==> config.mk <==
export PLATFORM = sky130hd
export DESIGN_NAME = router_advert_parser
export DESIGN_NICKNAME = d
export VERILOG_FILES = /design/src/rtl/rap_pkg.sv /design/src/rtl/rap_front.sv /design/src/rtl/rap_queue.sv /design/src/rtl/rap_back.sv /design/src/rtl/router_advert_parser.sv
export SDC_FILE = /design/constraint.sdc
export NUM_CORES = 2
export LEC_CHECK = 0
export BUFFER_PORTS_ARGS = -buffer_cell sky130_fd_sc_hd__buf_4
export CORE_AREA = 5 5 343 345
export CTS_CLUSTER_SIZE = 20
export DETAILED_ROUTE_END_ITERATION = 8
export DIE_AREA = 0 0 348 350
export GPL_TIMING_DRIVEN = 0
export PLACE_DENSITY = 0.67
export SYNTH_ARGS = -nofsm -noshare
export SYNTH_HDL_FRONTEND = slang
export SYNTH_SLANG_ARGS = --single-unit
export TNS_END_PERCENT = 100
==> constraint.sdc <==
create_clock -name clk -period 24.3 [get_ports clk]
set_clock_uncertainty 0.05 [all_clocks]
set_input_delay 2.43 -clock clk [delete_from_list [all_inputs] [get_ports clk]]
set_output_delay 2.43 -clock clk [all_outputs]
set_load 0.03 [all_outputs]
==> src/rtl/rap_pkg.sv <==
// ---------------------------------------------------------------------------
// rap_pkg
// Types, constants and helper functions shared by the router advertisement
// parser modules.
// ---------------------------------------------------------------------------
package rap_pkg;

    // message limits and header layout
    localparam int MAX_MESSAGE_BYTES = 2048;
    localparam int OFFSET_W          = $clog2(MAX_MESSAGE_BYTES + 1);
    localparam int OPT_OFF_W         = 11;
    localparam int HEADER_BYTES      = 16;
    localparam int OFF_FLAGS         = 5;
    localparam int OFF_LIFE_FIRST    = 6;
    localparam int OFF_LIFE_END      = 8;
    localparam int OFF_REACH_END     = 12;

    // message and option type codes
    localparam logic [7:0] RA_TYPE    = 8'd134;
    localparam logic [7:0] OPT_PREFIX = 8'd3;
    localparam logic [7:0] OPT_DNS    = 8'd25;

    // option layout
    localparam int PREFIX_LEN_OFF  = 2;
    localparam int PREFIX_ADDR_OFF = 16;
    localparam int DNS_ADDR_OFF    = 8;
    localparam int DNS_MIN_BYTES   = 24;
    localparam int ADDR_BYTES      = 16;

    // status bit positions
    localparam int ST_PREFIX = 0;
    localparam int ST_DNS    = 1;
    localparam int ST_BAD    = 2;

    // summary queue depth between front and back
    localparam int QUEUE_DEPTH = 2;
    localparam int QUEUE_PTR_W = (QUEUE_DEPTH > 1) ? $clog2(QUEUE_DEPTH) : 1;
    localparam int QUEUE_CNT_W = $clog2(QUEUE_DEPTH + 1);

    // configuration register indexes
    typedef enum logic [0:0] {
        REG_LINK_LOCAL_HIGH = 1'b0,
        REG_LINK_LOCAL_LOW  = 1'b1
    } rap_reg_e;

    // record kinds, emitted in this order
    typedef enum logic [2:0] {
        KIND_TIMING   = 3'd0,
        KIND_ADDR_HI  = 3'd1,
        KIND_ADDR_LO  = 3'd2,
        KIND_DNS_HI   = 3'd3,
        KIND_DNS_LO   = 3'd4
    } rap_kind_e;

    // one input request
    typedef struct packed {
        logic [7:0] data_byte;
        logic       last;
    } rap_in_t;

    // one result request
    typedef struct packed {
        logic [2:0]  record_kind;
        logic [63:0] data;
        logic [7:0]  ra_flags;
        logic [15:0] lifetime_secs;
        logic [1:0]  managed_other;
        logic        prefix_seen;
        logic        dns_seen;
        logic        malformed;
        logic        last_record;
    } rap_out_t;

    // everything the back end needs to emit the records of one message
    typedef struct packed {
        logic [63:0] timing;
        logic [63:0] gaddr_hi;
        logic [63:0] gaddr_lo;
        logic [63:0] dns_hi;
        logic [63:0] dns_lo;
        logic [7:0]  flags;
        logic [15:0] lifetime;
        logic [2:0]  status;
    } rap_summary_t;

    // ones over the top n bytes of a 64-bit half, n in 0..8
    function automatic logic [63:0] byte_mask(input logic [3:0] n);
        logic [63:0] m;
        m = '0;
        for (int i = 0; i < 8; i++)
        begin
            m[63 - 8*i -: 8] = (4'(i) < n) ? 8'hFF : 8'h00;
        end
        return m;
    endfunction

    // replace byte pos (0 is the top byte) of a 64-bit half
    function automatic logic [63:0] put_byte(input logic [63:0] half,
                                             input logic [2:0]  pos,
                                             input logic [7:0]  b);
        logic [63:0] r;
        r = half;
        for (int i = 0; i < 8; i++)
        begin
            if (pos == 3'(i))
            begin
                r[63 - 8*i -: 8] = b;
            end
        end
        return r;
    endfunction

endpackage

==> src/rtl/rap_front.sv <==
// ---------------------------------------------------------------------------
// rap_front
// Byte-serial parser: walks the advertisement header and options, one byte
// per cycle while accept is high; an advert's last byte queues its summary.
// ---------------------------------------------------------------------------
module rap_front
    import rap_pkg::*;
(
    input  logic         clk,
    input  logic         rst_n,
    input  logic         accept,
    input  rap_in_t      in_item,
    input  logic         cfg_write,
    input  rap_reg_e     cfg_index,
    input  logic [63:0]  cfg_data,
    output logic         sum_push,
    output rap_summary_t sum_data
);

    logic [63:0]          ll_high_reg, ll_high_next;
    logic [63:0]          ll_low_reg, ll_low_next;
    logic [OFFSET_W-1:0]  byte_off_reg, byte_off_next;
    logic                 is_advert_reg, is_advert_next;
    logic [OPT_OFF_W-1:0] opt_off_reg, opt_off_next;
    logic [7:0]           opt_kind_reg, opt_kind_next;
    logic [OPT_OFF_W-1:0] opt_bytes_reg, opt_bytes_next;
    logic [7:0]           flags_reg, flags_next;
    logic [15:0]          life_reg, life_next;
    logic [31:0]          reach_reg, reach_next;
    logic [31:0]          retrans_reg, retrans_next;
    logic [7:0]           pfx_bits_reg, pfx_bits_next;
    logic [63:0]          scr_hi_reg, scr_hi_next;
    logic [63:0]          scr_lo_reg, scr_lo_next;
    logic [63:0]          gaddr_hi_reg, gaddr_hi_next;
    logic [63:0]          gaddr_lo_reg, gaddr_lo_next;
    logic [63:0]          dns_hi_reg, dns_hi_next;
    logic [63:0]          dns_lo_reg, dns_lo_next;
    logic [2:0]           status_reg, status_next;

    logic [7:0]           b;
    logic [OFFSET_W-1:0]  o;
    logic [OPT_OFF_W-1:0] dns_pos;
    logic [4:0]           pfx_n;
    logic [3:0]           n_hi;
    logic [3:0]           n_lo;
    logic [63:0]          m_hi;
    logic [63:0]          m_lo;
    logic                 opt_done;

    assign b = in_item.data_byte;
    assign o = byte_off_reg;
    assign dns_pos = opt_off_reg - OPT_OFF_W'(DNS_ADDR_OFF);

    // prefix byte count, capped at a full address, split over the halves
    // (the prefix length byte is always registered before an option closes)
    always_comb
    begin
        pfx_n = (pfx_bits_reg[7:3] > 5'(ADDR_BYTES)) ? 5'(ADDR_BYTES) : pfx_bits_reg[7:3];
        n_hi  = (pfx_n > 5'd8) ? 4'd8 : pfx_n[3:0];
        n_lo  = (pfx_n > 5'd8) ? 4'(pfx_n - 5'd8) : 4'd0;
        m_hi  = byte_mask(n_hi);
        m_lo  = byte_mask(n_lo);
    end

    // parser next state
    always_comb
    begin
        ll_high_next   = ll_high_reg;
        ll_low_next    = ll_low_reg;
        byte_off_next  = byte_off_reg;
        is_advert_next = is_advert_reg;
        opt_off_next   = opt_off_reg;
        opt_kind_next  = opt_kind_reg;
        opt_bytes_next = opt_bytes_reg;
        flags_next     = flags_reg;
        life_next      = life_reg;
        reach_next     = reach_reg;
        retrans_next   = retrans_reg;
        pfx_bits_next  = pfx_bits_reg;
        scr_hi_next    = scr_hi_reg;
        scr_lo_next    = scr_lo_reg;
        gaddr_hi_next  = gaddr_hi_reg;
        gaddr_lo_next  = gaddr_lo_reg;
        dns_hi_next    = dns_hi_reg;
        dns_lo_next    = dns_lo_reg;
        status_next    = status_reg;
        opt_done       = 1'b0;
        sum_push       = 1'b0;

        // configuration writes
        if (cfg_write)
        begin
            case (cfg_index)
                REG_LINK_LOCAL_HIGH: ll_high_next = cfg_data;
                REG_LINK_LOCAL_LOW:  ll_low_next  = cfg_data;
                default:             ll_low_next  = ll_low_reg;
            endcase
        end

        if (accept)
        begin
            // bytes past the size limit are ignored
            if (o < OFFSET_W'(MAX_MESSAGE_BYTES))
            begin
                byte_off_next = o + OFFSET_W'(1);
                if (o == '0)
                begin
                    // message start clears the header fields and status
                    is_advert_next = (b == RA_TYPE);
                    flags_next     = '0;
                    life_next      = '0;
                    reach_next     = '0;
                    retrans_next   = '0;
                    status_next    = '0;
                    opt_off_next   = '0;
                end
                else if (is_advert_reg)
                begin
                    if (o == OFFSET_W'(OFF_FLAGS))
                    begin
                        flags_next = b;
                    end
                    else if (o >= OFFSET_W'(OFF_LIFE_FIRST) && o < OFFSET_W'(OFF_LIFE_END))
                    begin
                        life_next = {life_reg[7:0], b};
                    end
                    else if (o >= OFFSET_W'(OFF_LIFE_END) && o < OFFSET_W'(OFF_REACH_END))
                    begin
                        reach_next = {reach_reg[23:0], b};
                    end
                    else if (o >= OFFSET_W'(OFF_REACH_END) && o < OFFSET_W'(HEADER_BYTES))
                    begin
                        retrans_next = {retrans_reg[23:0], b};
                    end
                    else if (o >= OFFSET_W'(HEADER_BYTES) && !status_reg[ST_BAD])
                    begin
                        // option walk
                        if (opt_off_reg == '0)
                        begin
                            opt_kind_next = b;
                            opt_off_next  = OPT_OFF_W'(1);
                        end
                        else if (opt_off_reg == OPT_OFF_W'(1))
                        begin
                            opt_bytes_next = {b, 3'b000};
                            if (b == 8'd0)
                            begin
                                status_next[ST_BAD] = 1'b1;
                                opt_off_next        = '0;
                            end
                            else
                            begin
                                opt_off_next = OPT_OFF_W'(2);
                            end
                        end
                        else
                        begin
                            // capture prefix length and address bytes
                            if (opt_kind_reg == OPT_PREFIX)
                            begin
                                if (opt_off_reg == OPT_OFF_W'(PREFIX_LEN_OFF))
                                begin
                                    pfx_bits_next = b;
                                end
                                else if (opt_off_reg >= OPT_OFF_W'(PREFIX_ADDR_OFF) &&
                                         opt_off_reg < OPT_OFF_W'(PREFIX_ADDR_OFF + ADDR_BYTES))
                                begin
                                    if (opt_off_reg[3])
                                        scr_lo_next = put_byte(scr_lo_reg, opt_off_reg[2:0], b);
                                    else
                                        scr_hi_next = put_byte(scr_hi_reg, opt_off_reg[2:0], b);
                                end
                            end
                            else if (opt_kind_reg == OPT_DNS)
                            begin
                                if (opt_off_reg >= OPT_OFF_W'(DNS_ADDR_OFF) &&
                                    opt_off_reg < OPT_OFF_W'(DNS_ADDR_OFF + ADDR_BYTES))
                                begin
                                    if (dns_pos[3])
                                        scr_lo_next = put_byte(scr_lo_reg, dns_pos[2:0], b);
                                    else
                                        scr_hi_next = put_byte(scr_hi_reg, dns_pos[2:0], b);
                                end
                            end

                            // end of option
                            if ({1'b0, opt_off_reg} + 12'd1 >= {1'b0, opt_bytes_reg})
                            begin
                                opt_done     = 1'b1;
                                opt_off_next = '0;
                            end
                            else
                            begin
                                opt_off_next = opt_off_reg + OPT_OFF_W'(1);
                            end
                        end
                    end
                end
            end

            // commit a finished prefix or dns option
            if (opt_done)
            begin
                if (opt_kind_reg == OPT_PREFIX)
                begin
                    if ({1'b0, opt_bytes_reg} < 12'(PREFIX_ADDR_OFF) + 12'(pfx_n))
                    begin
                        status_next[ST_BAD] = 1'b1;
                    end
                    else
                    begin
                        gaddr_hi_next = (scr_hi_next & m_hi) | (ll_high_reg & ~m_hi);
                        gaddr_lo_next = (scr_lo_next & m_lo) | (ll_low_reg & ~m_lo);
                        status_next[ST_PREFIX] = 1'b1;
                    end
                end
                else if (opt_kind_reg == OPT_DNS)
                begin
                    if (opt_bytes_reg < OPT_OFF_W'(DNS_MIN_BYTES))
                    begin
                        status_next[ST_BAD] = 1'b1;
                    end
                    else
                    begin
                        dns_hi_next = scr_hi_next;
                        dns_lo_next = scr_lo_next;
                        status_next[ST_DNS] = 1'b1;
                    end
                end
            end

            // message end: short header or open option is malformed
            if (in_item.last)
            begin
                if (is_advert_next)
                begin
                    if (o < OFFSET_W'(HEADER_BYTES - 1) || opt_off_next != '0)
                    begin
                        status_next[ST_BAD] = 1'b1;
                    end
                    sum_push = 1'b1;
                end
                byte_off_next  = '0;
                is_advert_next = 1'b0;
                opt_off_next   = '0;
            end
        end
    end

    // summary handed to the queue
    always_comb
    begin
        sum_data.timing   = {reach_next, retrans_next};
        sum_data.gaddr_hi = gaddr_hi_next;
        sum_data.gaddr_lo = gaddr_lo_next;
        sum_data.dns_hi   = dns_hi_next;
        sum_data.dns_lo   = dns_lo_next;
        sum_data.flags    = flags_next;
        sum_data.lifetime = life_next;
        sum_data.status   = status_next;
    end

    // parser state registers
    always_ff @(posedge clk or negedge rst_n)
    begin
        if (!rst_n)
        begin
            ll_high_reg   <= '0;
            ll_low_reg    <= '0;
            byte_off_reg  <= '0;
            is_advert_reg <= 1'b0;
            opt_off_reg   <= '0;
            opt_kind_reg  <= '0;
            opt_bytes_reg <= '0;
            flags_reg     <= '0;
            life_reg      <= '0;
            reach_reg     <= '0;
            retrans_reg   <= '0;
            pfx_bits_reg  <= '0;
            scr_hi_reg    <= '0;
            scr_lo_reg    <= '0;
            gaddr_hi_reg  <= '0;
            gaddr_lo_reg  <= '0;
            dns_hi_reg    <= '0;
            dns_lo_reg    <= '0;
            status_reg    <= '0;
        end
        else
        begin
            ll_high_reg   <= ll_high_next;
            ll_low_reg    <= ll_low_next;
            byte_off_reg  <= byte_off_next;
            is_advert_reg <= is_advert_next;
            opt_off_reg   <= opt_off_next;
            opt_kind_reg  <= opt_kind_next;
            opt_bytes_reg <= opt_bytes_next;
            flags_reg     <= flags_next;
            life_reg      <= life_next;
            reach_reg     <= reach_next;
            retrans_reg   <= retrans_next;
            pfx_bits_reg  <= pfx_bits_next;
            scr_hi_reg    <= scr_hi_next;
            scr_lo_reg    <= scr_lo_next;
            gaddr_hi_reg  <= gaddr_hi_next;
            gaddr_lo_reg  <= gaddr_lo_next;
            dns_hi_reg    <= dns_hi_next;
            dns_lo_reg    <= dns_lo_next;
            status_reg    <= status_next;
        end
    end

`ifndef SYNTHESIS
    // the byte offset never passes the size limit
    a_off_limit: assert property (@(posedge clk) disable iff (!rst_n)
        byte_off_reg <= OFFSET_W'(MAX_MESSAGE_BYTES))
        else $error("byte offset beyond limit");

    // a message end always returns the parser to the start of a message
    a_last_restart: assert property (@(posedge clk) disable iff (!rst_n)
        accept && in_item.last |=> byte_off_reg == '0 && opt_off_reg == '0)
        else $error("parser not restarted after last byte");
`endif

endmodule

==> src/rtl/rap_queue.sv <==
// ---------------------------------------------------------------------------
// rap_queue
// Short queue of message summaries between the parser and record emitter.
// ---------------------------------------------------------------------------
module rap_queue
    import rap_pkg::*;
(
    input  logic         clk,
    input  logic         rst_n,
    input  logic         push,
    input  rap_summary_t wr_data,
    output logic         full,
    input  logic         pop,
    output rap_summary_t rd_data,
    output logic         empty
);

    rap_summary_t             store_reg [QUEUE_DEPTH];
    logic [QUEUE_PTR_W-1:0]   wr_ptr_reg, wr_ptr_next;
    logic [QUEUE_PTR_W-1:0]   rd_ptr_reg, rd_ptr_next;
    logic [QUEUE_CNT_W-1:0]   count_reg, count_next;

    assign full    = (count_reg == QUEUE_CNT_W'(QUEUE_DEPTH));
    assign empty   = (count_reg == '0);
    assign rd_data = store_reg[rd_ptr_reg];

    // pointer and fill count update
    always_comb
    begin
        wr_ptr_next = wr_ptr_reg;
        rd_ptr_next = rd_ptr_reg;
        count_next  = count_reg;
        if (push)
        begin
            wr_ptr_next = (wr_ptr_reg == QUEUE_PTR_W'(QUEUE_DEPTH - 1)) ?
                          '0 : wr_ptr_reg + QUEUE_PTR_W'(1);
        end
        if (pop)
        begin
            rd_ptr_next = (rd_ptr_reg == QUEUE_PTR_W'(QUEUE_DEPTH - 1)) ?
                          '0 : rd_ptr_reg + QUEUE_PTR_W'(1);
        end
        if (push && !pop)
        begin
            count_next = count_reg + QUEUE_CNT_W'(1);
        end
        else if (pop && !push)
        begin
            count_next = count_reg - QUEUE_CNT_W'(1);
        end
    end

    // control registers
    always_ff @(posedge clk or negedge rst_n)
    begin
        if (!rst_n)
        begin
            wr_ptr_reg <= '0;
            rd_ptr_reg <= '0;
            count_reg  <= '0;
        end
        else
        begin
            wr_ptr_reg <= wr_ptr_next;
            rd_ptr_reg <= rd_ptr_next;
            count_reg  <= count_next;
        end
    end

    // summary storage
    always_ff @(posedge clk)
    begin
        if (push)
        begin
            store_reg[wr_ptr_reg] <= wr_data;
        end
    end

`ifndef SYNTHESIS
    // no summary is written into a full queue
    a_no_overflow: assert property (@(posedge clk) disable iff (!rst_n)
        !(push && full))
        else $error("summary queue overflow");

    // no summary is taken from an empty queue
    a_no_underflow: assert property (@(posedge clk) disable iff (!rst_n)
        !(pop && empty))
        else $error("summary queue underflow");
`endif

endmodule

==> src/rtl/rap_back.sv <==
// ---------------------------------------------------------------------------
// rap_back
// Record emitter: turns each queued summary into five records, one per
// cycle while the output is free or popped, through a single output register.
// ---------------------------------------------------------------------------
module rap_back
    import rap_pkg::*;
(
    input  logic         clk,
    input  logic         rst_n,
    input  rap_summary_t q_data,
    input  logic         q_empty,
    output logic         q_pop,
    output logic         empty,
    input  logic         pop,
    output rap_out_t     result
);

    rap_kind_e rec_idx_reg, rec_idx_next;
    logic      out_valid_reg, out_valid_next;
    rap_out_t  out_reg, out_next;
    logic      load;

    assign load  = !q_empty && (!out_valid_reg || pop);
    assign q_pop = load && (rec_idx_reg == KIND_DNS_LO);
    assign empty = !out_valid_reg;
    assign result = out_reg;

    // record selection and output register load
    always_comb
    begin
        rec_idx_next   = rec_idx_reg;
        out_valid_next = out_valid_reg;
        out_next       = out_reg;
        if (load)
        begin
            out_valid_next           = 1'b1;
            out_next.record_kind     = rec_idx_reg;
            out_next.ra_flags        = q_data.flags;
            out_next.lifetime_secs   = q_data.lifetime;
            out_next.managed_other   = q_data.flags[7:6];
            out_next.prefix_seen     = q_data.status[ST_PREFIX];
            out_next.dns_seen        = q_data.status[ST_DNS];
            out_next.malformed       = q_data.status[ST_BAD];
            out_next.last_record     = (rec_idx_reg == KIND_DNS_LO);
            case (rec_idx_reg)
                KIND_TIMING:  out_next.data = q_data.timing;
                KIND_ADDR_HI: out_next.data = q_data.gaddr_hi;
                KIND_ADDR_LO: out_next.data = q_data.gaddr_lo;
                KIND_DNS_HI:  out_next.data = q_data.dns_hi;
                KIND_DNS_LO:  out_next.data = q_data.dns_lo;
                default:      out_next.data = q_data.timing;
            endcase
            rec_idx_next = (rec_idx_reg == KIND_DNS_LO) ?
                           KIND_TIMING : rap_kind_e'(rec_idx_reg + 3'd1);
        end
        else if (pop)
        begin
            out_valid_next = 1'b0;
        end
    end

    // control registers
    always_ff @(posedge clk or negedge rst_n)
    begin
        if (!rst_n)
        begin
            rec_idx_reg   <= KIND_TIMING;
            out_valid_reg <= 1'b0;
        end
        else
        begin
            rec_idx_reg   <= rec_idx_next;
            out_valid_reg <= out_valid_next;
        end
    end

    // output payload
    always_ff @(posedge clk)
    begin
        out_reg <= out_next;
    end

`ifndef SYNTHESIS
    // the final record of a run is always the dns low half
    a_last_kind: assert property (@(posedge clk) disable iff (!rst_n)
        out_valid_reg && out_reg.last_record |-> out_reg.record_kind == KIND_DNS_LO)
        else $error("last_record on wrong kind");

    // a run in progress keeps its summary at the queue head
    a_run_head: assert property (@(posedge clk) disable iff (!rst_n)
        rec_idx_reg != KIND_TIMING |-> !q_empty)
        else $error("record run lost its summary");

    // records of one run come out in kind order
    a_kind_order: assert property (@(posedge clk) disable iff (!rst_n)
        load && rec_idx_reg != KIND_TIMING |->
            out_reg.record_kind == 3'(rec_idx_reg - 3'd1))
        else $error("record kinds out of order");
`endif

endmodule

==> src/rtl/router_advert_parser.sv <==
// ---------------------------------------------------------------------------
// router_advert_parser
// Byte-serial ICMPv6 router advertisement parser with queue-style ports.
// ---------------------------------------------------------------------------
// Usage:
//   Input: one message byte per request on in_item, taken when push is high
//   and full is low; in_item.last marks the final byte of a message.
//   Output: while empty is low the oldest record is on result; pop takes it.
//   A router advertisement gives five records (timings, global address
//   high/low, dns high/low) on its last byte; other messages give none.
//   Config: cfg_valid/cfg_ready writes the link-local halves, ready always
//   high; write only while no message is in flight.
// Timing:
//   One byte per cycle sustained while full is low, the parser state
//   updating on every byte taken. The last byte's summary is written into
//   the queue, and its first record then into the output register behind
//   result; the rest follow one per cycle while pop stays high.
//   The parser and emitter are split by a two-entry summary queue; full
//   is high while both entries wait, e.g. when the receiver stalls pop or
//   one-byte messages arrive faster than five records each drain.
// Reset: clears parser state, addresses, link-local registers and queues.
// ---------------------------------------------------------------------------
module router_advert_parser
    import rap_pkg::*;
(
    input  logic        clk,
    input  logic        rst_n,
    input  logic        push,
    output logic        full,
    input  rap_in_t     in_item,
    output logic        empty,
    input  logic        pop,
    output rap_out_t    result,
    input  logic        cfg_valid,
    output logic        cfg_ready,
    input  rap_reg_e    cfg_index,
    input  logic [63:0] cfg_data
);

    logic         accept;
    logic         sum_push;
    rap_summary_t sum_data;
    rap_summary_t q_data;
    logic         q_empty;
    logic         q_pop;

    assign cfg_ready = 1'b1;
    assign accept    = push && !full;

    // parser front end
    rap_front u_front (
        .clk       (clk),
        .rst_n     (rst_n),
        .accept    (accept),
        .in_item   (in_item),
        .cfg_write (cfg_valid && cfg_ready),
        .cfg_index (cfg_index),
        .cfg_data  (cfg_data),
        .sum_push  (sum_push),
        .sum_data  (sum_data)
    );

    // summary queue
    rap_queue u_queue (
        .clk     (clk),
        .rst_n   (rst_n),
        .push    (sum_push),
        .wr_data (sum_data),
        .full    (full),
        .pop     (q_pop),
        .rd_data (q_data),
        .empty   (q_empty)
    );

    // record emitter
    rap_back u_back (
        .clk     (clk),
        .rst_n   (rst_n),
        .q_data  (q_data),
        .q_empty (q_empty),
        .q_pop   (q_pop),
        .empty   (empty),
        .pop     (pop),
        .result  (result)
    );

endmodule

==> results.cfg <==
[status]
status = finished clean

[power]
swShare_pct = 32.1
p_per_area_nw_per_um2 = 102
irDropWorstVdd_mv = 0.0817
p_total_uw = 6680
sequentialPowerShare_pct = 42.1
p_clk_share_pct = 33.9
comb_power_share_pct = 24.0
p_int_uw = 4540
p_leak_uw = 0.0271
p_sw_uw = 2140

[cts]
clk_pin_slew_ps = 60
cts.htree.levels = 4
cts_tree = yes
clk_latency_ps = 770
post-cts-setup-buffers = 0
hold_buffers = 0
cts-root-buf = clkbuf_16
clockBufferDepth = 3
cts.repair.resized = 0
cts_buffers = 148
cts_sinks = 1445

[timing]
rsz0062_at_grt = no
setup_viol = 0
setup_tns_ps = 0
finalCritPeriodShare_pct = 25.7
timing_hold_violations_final = 0
max_freq_ghz = 0.160
hold_ws_ps = 422
min_period_ps = 6250
tightest_slew_ps = 1460
relSlewSlack_pct = 2.99
final_max_slew_viol_count = 0

[detailed_routing]
first_pass_iters = 5
vias = 35200
vias_per_cell = 6.09
wirelength_um = 169000
drtIter0Drc = 4127
routedWlPerCell_um = 29.2
postRouteAntennaNets = 0
post-route-drc-count = 0

[layout]
fin_util_pct = 57.7
fillCellCount = 8969
regArea_sq_um = 40100
final_common_cell = edfxtp_1
finalNonFillerCells = 5771
syn_to_final_growth_pct = 16.0
multi_input_area_sq_um = 15500
largest_reg_flops = 694
layout-drive-gt1-share_pct = 23.3
final_cell_mix = edfxtp_1 (789), dfrtp_1 (656), nand2_1 (526)
nNetsFinal = 4239

[logic_synthesis]
yosys_warnings = 0
ys.flop_type = edfxtp_1
syn_nets = 3872
synth-edff-count = 789
syn_area_per_cell_sq_um = 15.0
netlist_area_sq_um = 56700
synth_cell_type_count = 66
seq_area_frac_synth_pct = 70.8
ys_seq_elements = 1445
async_flop_share_pct = 45.4
synthCells = 3766

[place]
dp.cells = 5495
gp_congestion = 0.899
io_buffers = 176
hpwl_um = 112000

[setup_path]
critPathBufInv = 5
crit_path_top_delay_cell = o31ai_1
worstSetupPathDepth = 15
path_cells = clkbuf_1 > buf_1 > nand3_1 > xor2_1 > ha_1 > nand3_1 > a21oi_1 > o31ai_1 > a211oi_1 > nand3_1 > buf_4 > buf_2 > clkbuf_1 > nand2_1 > o21ai_0
reg2reg_depth = 15
path_class = reg -> reg
critPathMaxFanout = 10
critPathMaxStageDelay_ps = 820
crit_required_ps = 24730
critPathTopFamily = buffers and inverters
path_common_cell = nand3_1
cp-end-kind = flip-flop
arrival_ps = 6690
crit_path_start_kind = flip-flop

[global_routing]
grt_pass1_vias = 35200
grt_use_total_pct = 27.4
grt_max_degree = 117
overflow = 0
grt_pass1_wl_um = 243000
antenna_found_initial = 9

[floorplan]
initial_utilization_pct = 49.8
ios = 179
num_rows = 124
core_area_sq_um = 114000
die_w_um = 348
die_y_um = 350
die_area_sq_um = 122000

[hold_path]
holdPathStages = 2
hold_path.class = reg -> reg

[run]
max-cap-violations = 0
cells in the mapped netlist (all sizes together), types with 8 or more instances:
master	n	area (sq um)
clkbuf	188	706
a221o	64	641
nor4	8	56.3
a31oi	9	56.3
ha	27	338
and3	8	50.1
dfrtp	656	16400
o21ai	168	841
nor2	40	158
a22o	94	823
o22ai	64	400
nor3	19	110
nand4	18	179
buf	54	295
nand2	526	1970
a211oi	12	90.1
edfxtp	789	23700
xnor2	8	70.1
a21o	9	67.6
mux2	467	5320
inv	26	97.6
a21oi	15	75.1
nand3	93	513
mux2i	193	1930
a221oi	129	1130
metrics by stage:
stage	worst slack, ps	area, sq um
final	18050	65700
after global routing	17780	65700
after CTS	18210	65700
after detailed placement	17860	60800
after global placement	-5570	59900
after floorplan	4460	56700
layer usage:
layer	track usage (%)	wire (um)	vias up
li1	-	-	15000
met3	6.43	15600	322
met4	10.2	6500	2
met1	37.7	68200	18100
met5	0	13	-
met2	43.3	78200	1760
power groups by stage:
| stage | sequential, uW | clock, uW | combinational, uW |
|---|---|---|---|
| final | 2810 | 2260 | 1600 |
| after global routing | 2820 | 2390 | 1670 |
| after CTS | 2810 | 2280 | 1600 |
| after detailed placement | 2860 | 0 | 1590 |
| after global placement | 2880 | 0 | 1560 |
| after floorplan | 3030 | 0 | 663 |
kinds of logic (layout without fill, tap and decap cells):
| kind of cell | Yosys count | after routing | synth area share (%) |
|---|---|---|---|
| AOI/OAI and AO/OA | 589 | 589 | 7.67 |
| DFF | 1445 | 1445 | 70.8 |
| xor gates and xnor gates | 13 | 13 | 0.201 |
| buffers and inverters | 268 | 760 | 1.94 |
| adders and majority gates | 27 | 27 | 0.596 |
| other | 1 | 2 | 0.00662 |
| and+or+nand+nor | 763 | 763 | 6.00 |
| muxes | 660 | 660 | 12.8 |
worst paths after layout:
| kind | startpoint | endpoint | slack, ps |
|---|---|---|---|
| max | u_front.opt_off_reg[2] | u_queue.store_reg[0][252] | 18050 |
| min | u_front.scr_hi_reg[1] | u_front.scr_hi_reg[1] | 420 |
| max reg2reg | u_front.opt_off_reg[2] | u_queue.store_reg[0][252] | 18050 |
| min reg2reg | u_front.scr_hi_reg[1] | u_front.scr_hi_reg[1] | 420 |
| max in group asynchronous | rst_n | u_front.gaddr_lo_reg[11] | 21010 |
| min in group asynchronous | rst_n | u_front.life_reg[5] | 1620 |
worst reg2reg max path: stages, from the launching register on:
cell and delay [ps]:
dfrtp_1 400, clkbuf_1 440, buf_1 610, nand3_1 190, xor2_1 280, ha_1 280
nand3_1 80, a21oi_1 70, o31ai_1 820, a211oi_1 350, nand3_1 520, buf_4 350
buf_2 480, clkbuf_1 720, nand2_1 110, o21ai_0 230
layout make-up:
cell class,instances,share of cell area (%)
clock buffer,227,6.66
antenna,1,0.00381
tap,1512,2.88
clock inverter,48,0.741
sequential,1445,61.0
multi-input combinational,2053,23.6
inverter,26,0.149
buffer,242,1.53
timing repair buffer,217,3.35
Power figures use the tool's default switching activity.
